File: config.mk
export PLATFORM = sky130hd
export DESIGN_NAME = braille_prefix_word_wrapper_unit
export DESIGN_NICKNAME = d
export VERILOG_FILES = /design/src/rtl/core/bpww_pkg.sv /design/src/rtl/core/braille_prefix_word_wrapper_unit.sv /design/src/rtl/core/bpww_ram.sv /design/src/rtl/core/bpww_front.sv /design/src/rtl/core/bpww_back.sv
export SDC_FILE = /design/constraint.sdc
export NUM_CORES = 1
export LEC_CHECK = 0
export ABC_AREA = 1
export BUFFER_PORTS_ARGS = -buffer_cell sky130_fd_sc_hd__buf_2
export CAP_MARGIN = 20
export CORE_UTILIZATION = 51
export CTS_CLUSTER_SIZE = 10
export DETAILED_ROUTE_END_ITERATION = 8
export PLACE_DENSITY_LB_ADDON = 0.05
export SETUP_SLACK_MARGIN = 0.05
export SYNTH_ARGS = -nofsm -noshare
export SYNTH_HDL_FRONTEND = slang
export SYNTH_SLANG_ARGS = --single-unit
File: constraint.sdc
create_clock -name clk -period 4.55 [get_ports clk]
set_input_delay 0.455 -clock clk [delete_from_list [all_inputs] [get_ports clk]]
set_output_delay 0.455 -clock clk [all_outputs]
set_load 0.01 [all_outputs]
File: src/rtl/core/bpww_pkg.sv
package bpww_pkg;

  // character codes
  localparam logic [7:0] CHAR_NL   = 8'd10;
  localparam logic [7:0] CHAR_SP   = 8'd32;
  localparam logic [7:0] CHAR_LO_A = 8'd97;
  localparam logic [7:0] CHAR_LO_J = 8'd106;

  // column setting bounds and register reset values
  localparam logic [4:0] COL_MIN       = 5'd8;
  localparam logic [4:0] COL_MAX       = 5'd29;
  localparam logic [4:0] COLS_RESET    = 5'd29;
  localparam logic [7:0] CAP_RESET     = 8'd124;
  localparam logic [7:0] NUMERAL_RESET = 8'd35;

  // register indexes on the configuration port
  localparam logic [1:0] REG_COLS    = 2'd0;
  localparam logic [1:0] REG_CAP     = 2'd1;
  localparam logic [1:0] REG_NUMERAL = 2'd2;

  typedef enum logic [1:0] {
    CMD_CHAR = 2'd0,
    CMD_SEP  = 2'd1,
    CMD_END  = 2'd2
  } cmd_kind_t;

  typedef struct packed {
    cmd_kind_t  kind;
    logic [7:0] ch;
  } cmd_t;

  typedef struct packed {
    logic [4:0] cols;
    logic [7:0] cap;
    logic [7:0] numeral;
  } cfg_t;

  function automatic logic is_space(input logic [7:0] c);
    return (c == 8'd32) || ((c >= 8'd9) && (c <= 8'd13));
  endfunction

  function automatic logic is_upper(input logic [7:0] c);
    return (c >= 8'd65) && (c <= 8'd90);
  endfunction

  function automatic logic is_digit(input logic [7:0] c);
    return (c >= 8'd48) && (c <= 8'd57);
  endfunction

  // digits 1..9 become a..i, 0 becomes j, anything else is kept
  function automatic logic [7:0] digit_letter(input logic [7:0] c);
    logic [7:0] r;
    if (c == 8'd48) begin
      r = CHAR_LO_J;
    end else if (is_digit(c)) begin
      r = CHAR_LO_A + (c - 8'd49);
    end else begin
      r = c;
    end
    return r;
  endfunction

  function automatic logic [4:0] clamp_cols(input logic [4:0] v);
    logic [4:0] r;
    if (v < COL_MIN) begin
      r = COL_MIN;
    end else if (v > COL_MAX) begin
      r = COL_MAX;
    end else begin
      r = v;
    end
    return r;
  endfunction

endpackage

File: src/rtl/core/braille_prefix_word_wrapper_unit.sv
// grade-1 braille word wrapper
// input channel: push a text byte (in_text_char) or an end marker (in_end_of_text)
//   while full is low; the request is taken into a two-entry command queue
// result channel: while empty is low, out_char/out_last_out show the oldest
//   output byte; pop takes it. out_last_out marks the final byte of an end request
// a plain character is written into the word memory; bytes past WORD_MAX are dropped
// a separator ends the word: the back end writes marks, the word and a space into
//   the line memory at one byte per cycle; when the word does not fit, a newline
//   and the held line go out first; a line-memory read is issued only while the
//   result queue has room for it
// an end request finishes the pending word and then flushes the line the same way
// when the receiver stalls the two-entry result queue fills, the back end holds,
//   then the command queue fills and full rises; nothing is dropped
// reset (rst_n low, synchronous) empties both queues, the pending word and the
//   line, and loads the registers with their defaults; the memories keep stale
//   contents that are never read before being written
// registers: 0 line columns (clamped to 8..29), 1 capital mark, 2 numeral mark
module braille_prefix_word_wrapper_unit #(
  parameter int WORD_MAX   = 24,
  parameter int LINE_DEPTH = 32
) (
  input  logic        clk,
  input  logic        rst_n,
  // input channel
  input  logic        push,
  output logic        full,
  input  logic [7:0]  in_text_char,
  input  logic        in_end_of_text,
  // result channel
  output logic        empty,
  input  logic        pop,
  output logic [7:0]  out_char,
  output logic        out_last_out,
  // configuration port
  input  logic        psel,
  input  logic        penable,
  input  logic        pwrite,
  input  logic [3:0]  paddr,
  input  logic [31:0] pwdata,
  output logic [31:0] prdata,
  output logic        pready
);

  import bpww_pkg::*;

  cfg_t       cfg_r;
  logic       cmd_valid;
  cmd_t       cmd;
  logic       cmd_pop;
  logic       cfg_wr;
  logic [1:0] reg_idx;

  // register file, written on the access cycle of a write request
  assign pready  = 1'b1;
  assign cfg_wr  = psel && penable && pwrite && pready;
  assign reg_idx = paddr[3:2];

  always_ff @(posedge clk) begin
    if (!rst_n) begin
      cfg_r.cols    <= COLS_RESET;
      cfg_r.cap     <= CAP_RESET;
      cfg_r.numeral <= NUMERAL_RESET;
    end else if (cfg_wr) begin
      case (reg_idx)
        REG_COLS:    cfg_r.cols    <= clamp_cols(pwdata[4:0]);
        REG_CAP:     cfg_r.cap     <= pwdata[7:0];
        REG_NUMERAL: cfg_r.numeral <= pwdata[7:0];
        default: begin
        end
      endcase
    end
  end

  always_comb begin
    case (reg_idx)
      REG_COLS:    prdata = {27'd0, cfg_r.cols};
      REG_CAP:     prdata = {24'd0, cfg_r.cap};
      REG_NUMERAL: prdata = {24'd0, cfg_r.numeral};
      default:     prdata = 32'd0;
    endcase
  end

  // front end: classify each byte and queue it
  bpww_front u_front (
    .clk         (clk),
    .rst_n       (rst_n),
    .push        (push),
    .full        (full),
    .text_char   (in_text_char),
    .end_of_text (in_end_of_text),
    .cmd_valid   (cmd_valid),
    .cmd         (cmd),
    .cmd_pop     (cmd_pop)
  );

  // back end: word and line memories, transform, wrap and line output
  bpww_back #(
    .WORD_MAX   (WORD_MAX),
    .LINE_DEPTH (LINE_DEPTH)
  ) u_back (
    .clk       (clk),
    .rst_n     (rst_n),
    .cmd_valid (cmd_valid),
    .cmd       (cmd),
    .cmd_pop   (cmd_pop),
    .cfg       (cfg_r),
    .out_empty (empty),
    .out_pop   (pop),
    .out_char  (out_char),
    .out_last  (out_last_out)
  );

endmodule

File: src/rtl/core/bpww_ram.sv
module bpww_ram #(
  parameter int WIDTH = 8,
  parameter int DEPTH = 32
) (
  input  logic                     clk,
  input  logic                     we,
  input  logic [$clog2(DEPTH)-1:0] waddr,
  input  logic [WIDTH-1:0]         wdata,
  input  logic [$clog2(DEPTH)-1:0] raddr,
  output logic [WIDTH-1:0]         rdata
);

  logic [WIDTH-1:0] mem_r [DEPTH];

  always_ff @(posedge clk) begin
    if (we) begin
      mem_r[waddr] <= wdata;
    end
    rdata <= mem_r[raddr];
  end

endmodule

File: src/rtl/core/bpww_front.sv
module bpww_front (
  input  logic           clk,
  input  logic           rst_n,
  input  logic           push,
  output logic           full,
  input  logic [7:0]     text_char,
  input  logic           end_of_text,
  output logic           cmd_valid,
  output bpww_pkg::cmd_t cmd,
  input  logic           cmd_pop
);

  import bpww_pkg::*;

  cmd_t       q_r [2];
  logic       wr_r, wr_nxt;
  logic       rd_r, rd_nxt;
  logic [1:0] cnt_r, cnt_nxt;
  cmd_t       cls;
  logic       do_push, do_pop;

  // classify the incoming byte
  always_comb begin
    cls.ch = text_char;
    if (end_of_text) begin
      cls.kind = CMD_END;
    end else if (is_space(text_char)) begin
      cls.kind = CMD_SEP;
    end else begin
      cls.kind = CMD_CHAR;
    end
  end

  assign full      = (cnt_r == 2'd2);
  assign cmd_valid = (cnt_r != 2'd0);
  assign cmd       = q_r[rd_r];
  assign do_push   = push && !full;
  assign do_pop    = cmd_pop && cmd_valid;

  always_comb begin
    wr_nxt  = do_push ? ~wr_r : wr_r;
    rd_nxt  = do_pop ? ~rd_r : rd_r;
    cnt_nxt = cnt_r + {1'b0, do_push} - {1'b0, do_pop};
  end

  always_ff @(posedge clk) begin
    if (do_push) begin
      q_r[wr_r] <= cls;
    end
  end

  always_ff @(posedge clk) begin
    if (!rst_n) begin
      wr_r  <= 1'b0;
      rd_r  <= 1'b0;
      cnt_r <= 2'd0;
    end else begin
      wr_r  <= wr_nxt;
      rd_r  <= rd_nxt;
      cnt_r <= cnt_nxt;
    end
  end

endmodule

File: src/rtl/core/bpww_back.sv
module bpww_back #(
  parameter int WORD_MAX   = 24,
  parameter int LINE_DEPTH = 32
) (
  input  logic           clk,
  input  logic           rst_n,
  input  logic           cmd_valid,
  input  bpww_pkg::cmd_t cmd,
  output logic           cmd_pop,
  input  bpww_pkg::cfg_t cfg,
  output logic           out_empty,
  input  logic           out_pop,
  output logic [7:0]     out_char,
  output logic           out_last
);

  import bpww_pkg::*;

  localparam int WL_W = $clog2(WORD_MAX + 1);
  localparam int WA_W = $clog2(WORD_MAX);
  localparam int LD_W = $clog2(LINE_DEPTH + 1);
  localparam int LA_W = $clog2(LINE_DEPTH);
  localparam int SW   = LD_W + 1;

  typedef enum logic [5:0] {
    ST_IDLE = 6'b000001,
    ST_NL   = 6'b000010,
    ST_LINE = 6'b000100,
    ST_PFX  = 6'b001000,
    ST_BODY = 6'b010000,
    ST_SPC  = 6'b100000
  } state_t;

  state_t          state_r, state_nxt;
  logic [WL_W-1:0] wl_r, wl_nxt;
  logic [LD_W-1:0] line_len_r, line_len_nxt;
  logic [LD_W-1:0] wr_ptr_r, wr_ptr_nxt;
  logic [LD_W-1:0] ln_idx_r, ln_idx_nxt;
  logic            ln_vld_r, ln_vld_nxt;
  logic            ln_last_r, ln_last_nxt;
  logic [WL_W-1:0] rd_idx_r, rd_idx_nxt;
  logic            rd_vld_r, rd_vld_nxt;
  logic [7:0]      c0_r, c0_nxt;
  logic [7:0]      c1_r, c1_nxt;
  logic [1:0]      pfx_left_r, pfx_left_nxt;
  logic            num_word_r, num_word_nxt;
  logic            final_r, final_nxt;
  logic            end_pend_r, end_pend_nxt;

  logic            w_we;
  logic [WA_W-1:0] w_waddr, w_raddr;
  logic [7:0]      w_wdata, w_rdata;
  logic            l_we;
  logic [LA_W-1:0] l_waddr, l_raddr;
  logic [7:0]      l_wdata, l_rdata;

  logic [1:0]      pfx_cnt;
  logic            is_num;
  logic [SW-1:0]   word_n, line_sum;
  logic            fits;

  logic [7:0]      oq_ch_r [2];
  logic            oq_last_r [2];
  logic            oq_wr_r, oq_rd_r;
  logic [1:0]      oq_cnt_r;
  logic            push, push_last, do_pop;
  logic [7:0]      push_ch;

  bpww_ram #(.WIDTH(8), .DEPTH(WORD_MAX)) u_word_ram (
    .clk   (clk),
    .we    (w_we),
    .waddr (w_waddr),
    .wdata (w_wdata),
    .raddr (w_raddr),
    .rdata (w_rdata)
  );

  bpww_ram #(.WIDTH(8), .DEPTH(LINE_DEPTH)) u_line_ram (
    .clk   (clk),
    .we    (l_we),
    .waddr (l_waddr),
    .wdata (l_wdata),
    .raddr (l_raddr),
    .rdata (l_rdata)
  );

  // word transform from the two leading characters
  always_comb begin
    is_num  = is_digit(c0_r);
    pfx_cnt = 2'd0;
    if (is_num) begin
      pfx_cnt = 2'd1;
    end else if (is_upper(c0_r)) begin
      pfx_cnt = (is_upper(c1_r) && (wl_r > WL_W'(1))) ? 2'd2 : 2'd1;
    end
    word_n   = SW'(pfx_cnt) + SW'(wl_r) + SW'(1);
    line_sum = SW'(line_len_r) + word_n;
    fits     = (line_sum < SW'(cfg.cols)) && (line_sum <= SW'(LINE_DEPTH));
  end

  always_comb begin
    state_nxt    = state_r;
    wl_nxt       = wl_r;
    line_len_nxt = line_len_r;
    wr_ptr_nxt   = wr_ptr_r;
    ln_idx_nxt   = ln_idx_r;
    ln_vld_nxt   = 1'b0;
    ln_last_nxt  = ln_last_r;
    rd_idx_nxt   = rd_idx_r;
    rd_vld_nxt   = 1'b0;
    c0_nxt       = c0_r;
    c1_nxt       = c1_r;
    pfx_left_nxt = pfx_left_r;
    num_word_nxt = num_word_r;
    final_nxt    = final_r;
    end_pend_nxt = end_pend_r;
    cmd_pop      = 1'b0;
    w_we         = 1'b0;
    w_waddr      = wl_r[WA_W-1:0];
    w_wdata      = cmd.ch;
    w_raddr      = rd_idx_r[WA_W-1:0];
    l_we         = 1'b0;
    l_waddr      = wr_ptr_r[LA_W-1:0];
    l_wdata      = CHAR_SP;
    l_raddr      = ln_idx_r[LA_W-1:0];
    push         = 1'b0;
    push_ch      = CHAR_NL;
    push_last    = 1'b0;

    case (state_r)
      ST_IDLE: begin
        if (cmd_valid) begin
          cmd_pop = 1'b1;
          case (cmd.kind)
            CMD_CHAR: begin
              // bytes past the word limit are dropped
              if (wl_r < WL_W'(WORD_MAX)) begin
                w_we   = 1'b1;
                wl_nxt = wl_r + WL_W'(1);
                if (wl_r == '0) begin
                  c0_nxt = cmd.ch;
                end
                if (wl_r == WL_W'(1)) begin
                  c1_nxt = cmd.ch;
                end
              end
            end
            CMD_SEP, CMD_END: begin
              if (wl_r != '0) begin
                pfx_left_nxt = pfx_cnt;
                num_word_nxt = is_num;
                end_pend_nxt = (cmd.kind == CMD_END);
                if (fits) begin
                  wr_ptr_nxt = line_len_r;
                  state_nxt  = ST_PFX;
                end else begin
                  final_nxt = 1'b0;
                  state_nxt = ST_NL;
                end
              end else if (cmd.kind == CMD_END) begin
                final_nxt = 1'b1;
                state_nxt = ST_NL;
              end
            end
            default: begin
            end
          endcase
        end
      end
      ST_NL: begin
        if (oq_cnt_r != 2'd2) begin
          push       = 1'b1;
          push_ch    = CHAR_NL;
          push_last  = final_r && (line_len_r == '0);
          ln_idx_nxt = '0;
          state_nxt  = ST_LINE;
        end
      end
      ST_LINE: begin
        if (ln_vld_r) begin
          push      = 1'b1;
          push_ch   = l_rdata;
          push_last = ln_last_r;
        end
        if ((ln_idx_r < line_len_r) && ((oq_cnt_r + {1'b0, ln_vld_r}) < 2'd2)) begin
          ln_idx_nxt  = ln_idx_r + LD_W'(1);
          ln_vld_nxt  = 1'b1;
          ln_last_nxt = final_r && ((ln_idx_r + LD_W'(1)) == line_len_r);
        end else if ((ln_idx_r == line_len_r) && !ln_vld_r) begin
          if (final_r) begin
            line_len_nxt = '0;
            final_nxt    = 1'b0;
            state_nxt    = ST_IDLE;
          end else begin
            wr_ptr_nxt = '0;
            state_nxt  = ST_PFX;
          end
        end
      end
      ST_PFX: begin
        if (pfx_left_r != 2'd0) begin
          l_we         = 1'b1;
          l_wdata      = num_word_r ? cfg.numeral : cfg.cap;
          wr_ptr_nxt   = wr_ptr_r + LD_W'(1);
          pfx_left_nxt = pfx_left_r - 2'd1;
        end else begin
          rd_idx_nxt = '0;
          state_nxt  = ST_BODY;
        end
      end
      ST_BODY: begin
        // word bytes stream one per cycle behind the registered read
        if (rd_vld_r) begin
          l_we       = 1'b1;
          l_wdata    = num_word_r ? digit_letter(w_rdata) : w_rdata;
          wr_ptr_nxt = wr_ptr_r + LD_W'(1);
        end
        if (rd_idx_r < wl_r) begin
          rd_idx_nxt = rd_idx_r + WL_W'(1);
          rd_vld_nxt = 1'b1;
        end else begin
          state_nxt = ST_SPC;
        end
      end
      ST_SPC: begin
        l_we         = 1'b1;
        l_wdata      = CHAR_SP;
        line_len_nxt = wr_ptr_r + LD_W'(1);
        wl_nxt       = '0;
        if (end_pend_r) begin
          end_pend_nxt = 1'b0;
          final_nxt    = 1'b1;
          state_nxt    = ST_NL;
        end else begin
          state_nxt = ST_IDLE;
        end
      end
      default: begin
        state_nxt = ST_IDLE;
      end
    endcase
  end

  // two-entry result queue
  assign do_pop    = out_pop && (oq_cnt_r != 2'd0);
  assign out_empty = (oq_cnt_r == 2'd0);
  assign out_char  = oq_ch_r[oq_rd_r];
  assign out_last  = oq_last_r[oq_rd_r];

  always_ff @(posedge clk) begin
    if (push) begin
      oq_ch_r[oq_wr_r]   <= push_ch;
      oq_last_r[oq_wr_r] <= push_last;
    end
    wr_ptr_r   <= wr_ptr_nxt;
    ln_idx_r   <= ln_idx_nxt;
    ln_last_r  <= ln_last_nxt;
    rd_idx_r   <= rd_idx_nxt;
    c0_r       <= c0_nxt;
    c1_r       <= c1_nxt;
    pfx_left_r <= pfx_left_nxt;
    num_word_r <= num_word_nxt;
  end

  always_ff @(posedge clk) begin
    if (!rst_n) begin
      state_r    <= ST_IDLE;
      wl_r       <= '0;
      line_len_r <= '0;
      ln_vld_r   <= 1'b0;
      rd_vld_r   <= 1'b0;
      final_r    <= 1'b0;
      end_pend_r <= 1'b0;
      oq_wr_r    <= 1'b0;
      oq_rd_r    <= 1'b0;
      oq_cnt_r   <= 2'd0;
    end else begin
      state_r    <= state_nxt;
      wl_r       <= wl_nxt;
      line_len_r <= line_len_nxt;
      ln_vld_r   <= ln_vld_nxt;
      rd_vld_r   <= rd_vld_nxt;
      final_r    <= final_nxt;
      end_pend_r <= end_pend_nxt;
      oq_wr_r    <= push ? ~oq_wr_r : oq_wr_r;
      oq_rd_r    <= do_pop ? ~oq_rd_r : oq_rd_r;
      oq_cnt_r   <= oq_cnt_r + {1'b0, push} - {1'b0, do_pop};
    end
  end

endmodule
==> results of run 1 <==
[registers in the layout, summed over array words and instances, names as in the netlist, 2 cells and up, named ones only]
signal                   count
u_back.u_line_ram.mem_r    256
u_back.rd_idx_r              5
u_back.u_word_ram.mem_r    192
u_back.ln_idx_r              6
u_back.wr_ptr_r              6
u_back.oq_cnt_r              2
u_back.u_line_ram.rdata      8
u_back.c1_r                  8
u_back.w_waddr               5
u_back.c0_r                  8
u_back.oq_ch_r              16
u_back.pfx_left_r            2
u_front.q_r                 20
u_back.u_word_ram.rdata      8
cfg_r                       21
u_back.state_r               6
u_back.line_len_r            6
u_front.cnt_r                2
u_back.oq_last_r             2
[layer usage]
metal | share of wire | global-route usage | vias up
li1 | - | - | 7809
met1 | 0.44 | 0.352 | 8058
met2 | 0.47 | 0.403 | 556
met3 | 0.064 | 0.0400 | 110
met4 | 0.027 | 0.0901 | 0
met5 | 0 | 0 | -
[cells by family after synthesis]
kind of cell | synth area share
buffers and inverters | 0.0479
flip-flops | 0.681
multiplexers | 0.00804
adder cells (fa/ha/maj) | 0.0226
AO/OA/AOI/OAI | 0.122
XOR/XNOR | 0.00594
other | 0.000300
AND/OR/NAND/NOR | 0.112
[power by group]
part,switching (W),internal [W]
sequential,0.000175,0.00627
clock,0.00211,0.00312
combinational,0.00132,0.000543
[layout by cell type (no fill, tap or decap), types with 57 or more instances in the layout]
| cell | synthesis | routed |
|---|---|---|
| dfxtp_1 | 68 | 68 |
| nor2_1 | 328 | 328 |
| a21oi_1 | 112 | 112 |
| inv_1 | 141 | 140 |
| nand2_1 | 225 | 225 |
| o21ai_0 | 262 | 256 |
| edfxtp_1 | 523 | 523 |
| o221ai_1 | 72 | 72 |
| nand3_1 | 57 | 57 |
| clkbuf_16 | 0 | 74 |
[worst max-delay path, delay by kind of cell, from the launching register on]
family	cells	cell delay [ns]
adder cells (fa/ha/maj)	3	1.27
AND/OR/NAND/NOR	11	1.22
buffers and inverters	6	0.60
flip-flops	1	0.48
XOR/XNOR	1	0.15
AO/OA/AOI/OAI	1	0.09
[Yosys cell counts, drive strengths merged]
master / number
nor2b: 1
nand4: 11
buf: 59
a31oi: 2
inv: 155
nand2: 235
nand3: 60
o211ai: 17
mux2i: 1
a211oi: 14
o21ai: 282
nor4: 2
a32oi: 1
nor3: 20
fa: 2
nor3b: 3
nor4b: 1
edfxtp: 523
clkbuf: 65
o22ai: 29
conb: 2
mux2: 17
dfxtp: 68
a22oi: 1
o221ai: 72
ha: 42
clkinv: 4
or2: 4
a21oi: 112
xnor2: 5
a32o: 1
xor2: 12
nor2: 335
[stage by stage]
step                      utilization  setup WS, ns
after floorplan                     -         0.591
after global placement          0.537         0.446
after detailed placement        0.537         0.368
after CTS                       0.580         0.344
after global routing            0.582        0.0784
final                           0.582         0.433
[path summary, 6_finish.rpt]
kind	start	end	cells past startpoint
min reg2reg	u_back.oq_rd_r	register	1
max reg2reg	u_back.w_waddr[2]	u_back.wr_ptr_r[5]	22
min	in_end_of_text	u_front.q_r[1][9]	1
max	u_back.w_waddr[2]	u_back.wr_ptr_r[5]	22
[cell type report]
class / instances / area [um2] / area share
Sequential cell: 591 / 17100 / 0.611
Inverter: 159 / 597 / 0.0214
Timing Repair Buffer: 78 / 495 / 0.0177
Clock buffer: 113 / 2010 / 0.0719
Clock inverter: 7 / 103 / 0.00367
Tap cell: 615 / 769 / 0.0275
Multi-Input combinational cell: 1307 / 6900 / 0.247
[what timing repair did]
action                                  CTS  global route
resized for setup                         0             1
endpoints found under the setup margin    0             6
endpoints found under the hold margin     0             0
==> impl_metrics.toml, run 1 <==
[yosys]
syn_area_um2 = 25100
syn_inst = 2158
ys_ff_latch = 591
avgSynthCellArea_um2 = 11.6
yosysTopAreaCell = "edfxtp_1"
yosysTopAreaCellShare = 0.627
yosysWarnings = 0
synth_area_leaders = "edfxtp_1 63%, dfxtp_1 5.4%, o21ai_0 5.2%"
synth.distinct_cells = 45
seq_area_frac_synth = 0.681

[worst_hold_path]
hold_path_class = "input pin to register"

[sta]
rsz0062_at_grt = "false"
finalCritPeriodShare = 0.905
drv_slew = 0
timing.fmax_mhz = 243
holdWs_ns = 0.0716
final-hold-violation-count = 0
setup_violations = 0
tightest_slew_ns = 1.06
fin_skew_ns = 0.0216
fin_crit_ns = 4.12
slew_headroom = 0.287
tns_ns = 0

[floorplanning]
io_pins = 96
die_h_um = 224
start_util = 0.521
dieArea_um2 = 50000
chipWidth_um = 224
coreArea_um2 = 48000
rows = 80

[critical_path]
crit_type = "register to register"
max_stage_delay_ns = 0.54
r2r_setup_slack_ns = 0.43
cp_max_fo = 8
start_kind = "register"
critPathCaptureType = "register"
crit_chain = "inv_2 -> nand4_1 -> o211ai_1 -> nor2_1 -> inv_1 -> nor2_1 -> inv_1 -> fa_1 -> inv_1 -> fa_1 -> nand3_1 -> nand2_1 -> xor2_1 -> ha_1 -> nand2_1 -> nand3_1 -> nor2_1 -> nand3_1 -> nand2_1 -> inv_1 -> nor2_1 -> buf_4"
cp_slowest_cell = "fa_1"
arrival_ns = 4.42
crit_required_ns = 4.85

[run]
drv_cap = 0

[cts]
clkTransAtPathRegs_ns = 0.06
h-tree-depth = 3
clockBufferDepth = 3
clock_sinks = 591
cts_hold_buf = 0
postCtsSetupBuffers = 0
insertion_delay_ns = 0.60
cts_root_buffer = "clkbuf_16"
cts_tree = "built"
cts_buffers = 70

[pwr]
power-per-cell-area_nw_per_um2 = 485
ir_worst_vdd_mv = 0.333
power_w = 0.0135
leakagePower_nw = 10.4

[layout]
num_antenna_cells = 0
syn_to_final_growth_pct = 11.5
drive_above_1_share = 0.102
final_cells = 2870
fillerInstances = 4009
design_area_um2 = 27900
nNetsFinal = 2303

[drt]
routed_wl_mm = 62.3
drc = 0
via_per_inst = 5.76
first_pass_iters = 5
first_iter_violations = 1368
vias = 16500
antenna_left = 0
routedWlPerCell_um = 21.7

[placement]
place_area_um2 = 25800
dp.cells = 2746
hpwl_mm = 39.2
portBuffers = 44
gp_congestion = 0.888

[grt]
grt_overflow = 0
grt_pass1_wl_mm = 95.1
grt.total_usage = 0.253
antenna_found_initial = 0
grt_pass1_vias = 16000
grt_max_degree = 100

[outcome]
status = "completed"
No activity file was read; power rests on OpenSTA's default activity.
==> run 2: changes to the inputs <==
--- a/config.mk
+++ b/config.mk
@@ -5,7 +5,6 @@
 export SDC_FILE = /design/constraint.sdc
 export NUM_CORES = 1
 export LEC_CHECK = 0
-export ABC_AREA = 1
 export BUFFER_PORTS_ARGS = -buffer_cell sky130_fd_sc_hd__buf_2
 export CAP_MARGIN = 20
 export CORE_UTILIZATION = 51
@@ -13,6 +12,7 @@
 export DETAILED_ROUTE_END_ITERATION = 8
 export PLACE_DENSITY_LB_ADDON = 0.05
 export SETUP_SLACK_MARGIN = 0.05
+export SLEW_MARGIN = 20
 export SYNTH_ARGS = -nofsm -noshare
 export SYNTH_HDL_FRONTEND = slang
 export SYNTH_SLANG_ARGS = --single-unit
==> constraint.sdc (replaced) <==
create_clock -name clk -period 4.55 [get_ports clk]
set_input_delay 0.91 -clock clk [delete_from_list [all_inputs] [get_ports clk]]
set_output_delay 0.91 -clock clk [all_outputs]
set_load 0.01 [all_outputs]
==> impl_metrics.toml, run 2 <==
[drt]
first_pass_iters = 7
antenna_left = 0
first_iter_violations = 908
via_per_inst = 5.82
drc = 0
vias = 12800
routedWlPerCell_um = 24.2
routed_wl_mm = 53.1

[critical_path]
arrival_ns = 4.87
start_kind = "register"
cp_max_fo = 6
cp_top_family = "adder cells"
path_depth = 21
critPathCaptureType = "register"
crit_start = "u_back.c1_r[1]"
reg2reg_depth = 21
r2r_setup_slack_ns = -0.02
crit_end = "u_back.wr_ptr_r[3]"
cp_slowest_cell = "or4_4"
worst_path_most_repeated_cell = "buf_4"
crit_chain = "or4_4 -> o21ai_2 -> nor3_2 -> nor2_1 -> ha_2 -> inv_2 -> fa_2 -> inv_2 -> fa_2 -> a21oi_2 -> nor2b_2 -> buf_4 -> buf_4 -> buf_4 -> buf_4 -> buf_4 -> buf_4 -> a31oi_2 -> nand3_2 -> a2111oi_4 -> buf_4"
max_stage_delay_ns = 0.54
crit_required_ns = 4.85
timing.critical_path.buf_inv = 9
crit_type = "register to register"
reg2reg_to = "u_back.wr_ptr_r[3]"
reg2reg_from = "u_back.c1_r[1]"

[sta]
finalCritPeriodShare = 1.00
timing.fmax_mhz = 219
drv_slew = 0
tightest_slew_ns = 1.05
rsz0062_at_grt = "true"
setup_violations = 6
fin_ws_ns = -0.0225
holdWs_ns = 0.473
fin_crit_ns = 4.57
final-hold-violation-count = 0
fin_skew_ns = 0.0171
slew_headroom = 0.302

[yosys]
yosysWarnings = 0
yosysTopAreaCell = "edfxtp_1"
yosysMostFrequentCell = "edfxtp_1"
yosysTopAreaCellShare = 0.639
synth_ff_type = "edfxtp_1"
synth_edf_count = 523
syn_inst = 1439
synth_commonest_cells = "523 x edfxtp_1, 136 x mux4_2, 124 x nor2_1"
synth.distinct_cells = 73
synth-async-reset-ratio = 0
avgSynthCellArea_um2 = 17.1
syn_area_um2 = 24600
synth_area_leaders = "edfxtp_1 64%, mux4_2 12%, dfxtp_1 5.5%"
ys_ff_latch = 591
seq_area_frac_synth = 0.695

[cts]
clock_sinks = 591
insertion_delay_ns = 0.60
cts_root_buffer = "clkbuf_16"
cts_buffers = 70
clkTransAtPathRegs_ns = 0.05
cts_tree = "built"
h-tree-depth = 3
clockBufferDepth = 3

[floorplanning]
start_util = 0.516
coreArea_um2 = 47600
die_h_um = 221
io_pins = 96
rows = 80
dieArea_um2 = 49000
chipWidth_um = 221

[grt]
grt_max_degree = 69
grt_overflow = 0
grt_pass1_wl_mm = 80.5
grt_pass1_vias = 12900
antenna_found_initial = 0
grt.total_usage = 0.222

[placement]
portBuffers = 44
dp_slack_ns = -0.215
gp_congestion = 0.821
place_area_um2 = 25600
hpwl_mm = 33.7

[pwr]
leakagePower_nw = 9.03
ir_worst_vdd_mv = 0.427
power-per-cell-area_nw_per_um2 = 484

[layout]
seqCellArea_um2 = 17100
num_antenna_cells = 0
largest_register_ffs = 256
final_common_cell = "edfxtp_1"
final_cell_mix = "523 x edfxtp_1, 136 x mux4_2, 123 x nor2_1"
multiInputGateArea_um2 = 7180
design_area_um2 = 27800
top_regs = "u_back.u_line_ram.mem_r: 256 flops, u_back.u_word_ram.mem_r: 192 flops, cfg_r: 21 flops"
drive_above_1_share = 0.243
fillerInstances = 3619
syn_to_final_growth_pct = 13.3
final_core_util = 0.584
nNetsFinal = 1640
top_register = "u_back.u_line_ram.mem_r"

[outcome]
status = "finished, violations left"
violations = "negative setup slack"

[run]
drv_cap = 0

[worst_hold_path]
hold_path_class = "register to register"
run 2: cell count changes after synthesis, moves of 18 or more:
cell and change:
inv_1 -104, clkbuf_1 -28, o221ai_1 -69, o21ai_1 -18, mux4_2 +136, nand2_1 -150
o22ai_1 -21, a21oi_1 -63, nor2_1 -204, mux2i_1 +24, nand3_1 -26, o21ai_0 -236
run 2: how the worst min path moves through the flow:
stage | start | end | slack, ns | cells past startpoint
2_1_floorplan | cfg_r[8] | cfg_r[8] | 0.45 | 2
3_3_place_gp | cfg_r[8] | cfg_r[8] | 0.45 | 2
3_5_place_dp | cfg_r[4] | cfg_r[4] | 0.47 | 2
4_1_cts | cfg_r[4] | cfg_r[4] | 0.47 | 2
5_1_grt | in_text_char[4] | u_front.q_r[0][4] | 0.50 | 1
6_report | cfg_r[4] | cfg_r[4] | 0.47 | 2
run 2: worst reg2reg max path: cells and delay by family, from the launching register on:
kind | cells | cell delay [ns]
compound gates | 4 | 0.79
fa+ha+maj | 3 | 1.10
buf+inv | 9 | 1.04
flops | 1 | 0.38
simple gates | 5 | 0.96
run 2: logic make-up after synthesis:
group,after synthesis,share of synthesized area
multiplexers,187,0.147
AO/OA/AOI/OAI,126,0.0316
flip-flops,591,0.695
buffers and inverters,125,0.0250
other,2,0.000306
adder cells (fa/ha/maj),44,0.0230
AND/OR/NAND/NOR,333,0.0674
XOR/XNOR,31,0.0111
run 2: through the flow:
step	total power (W)	TNS (ns)	instances
detailed placement	0.00851	-1.29	2077
global placement	0.00847	-1.09	2077
CTS	0.0136	-0.670	2191
finish	0.0135	-0.117	2194
floorplan	0.00785	0	1462
global route	0.0140	-1.98	2194
run 2: final cells by class:
| class | instances | area share |
|---|---|---|
| clock buffers | 101 | 0.0705 |
| flip-flops and latches | 591 | 0.613 |
| multi-input cells | 746 | 0.258 |
| inverters | 39 | 0.00526 |
| repair buffers | 96 | 0.0230 |
| well taps | 615 | 0.0276 |
| clock inverters | 6 | 0.00265 |
run 2: what timing repair did:
item / 4_1_cts / 5_1_grt
endpoints found under the setup margin: 6 / 9
pin swaps: 5 / 5
resized for setup: 13 / 15
buffers inserted: 7 / 3
hold endpoints to repair: 0 / 0
hold buffers: 0 / 0
run 2: where the power goes:
group | internal (W) | leakage [nW] | switching [W]
Sequential | 0.00632 | 5.01 | 0.000216
Combinational | 0.000727 | 3.04 | 0.00114
Clock | 0.00302 | 0.988 | 0.00205
Total | 0.0101 | 9.03 | 0.00341
run 2: per-layer routing:
metal	wire, um	part of all wire	GRT usage
met5	0	0	0
met3	2280	0.043	0.0393
met4	1410	0.026	0.0733
met2	26200	0.49	0.363
met1	23300	0.44	0.306
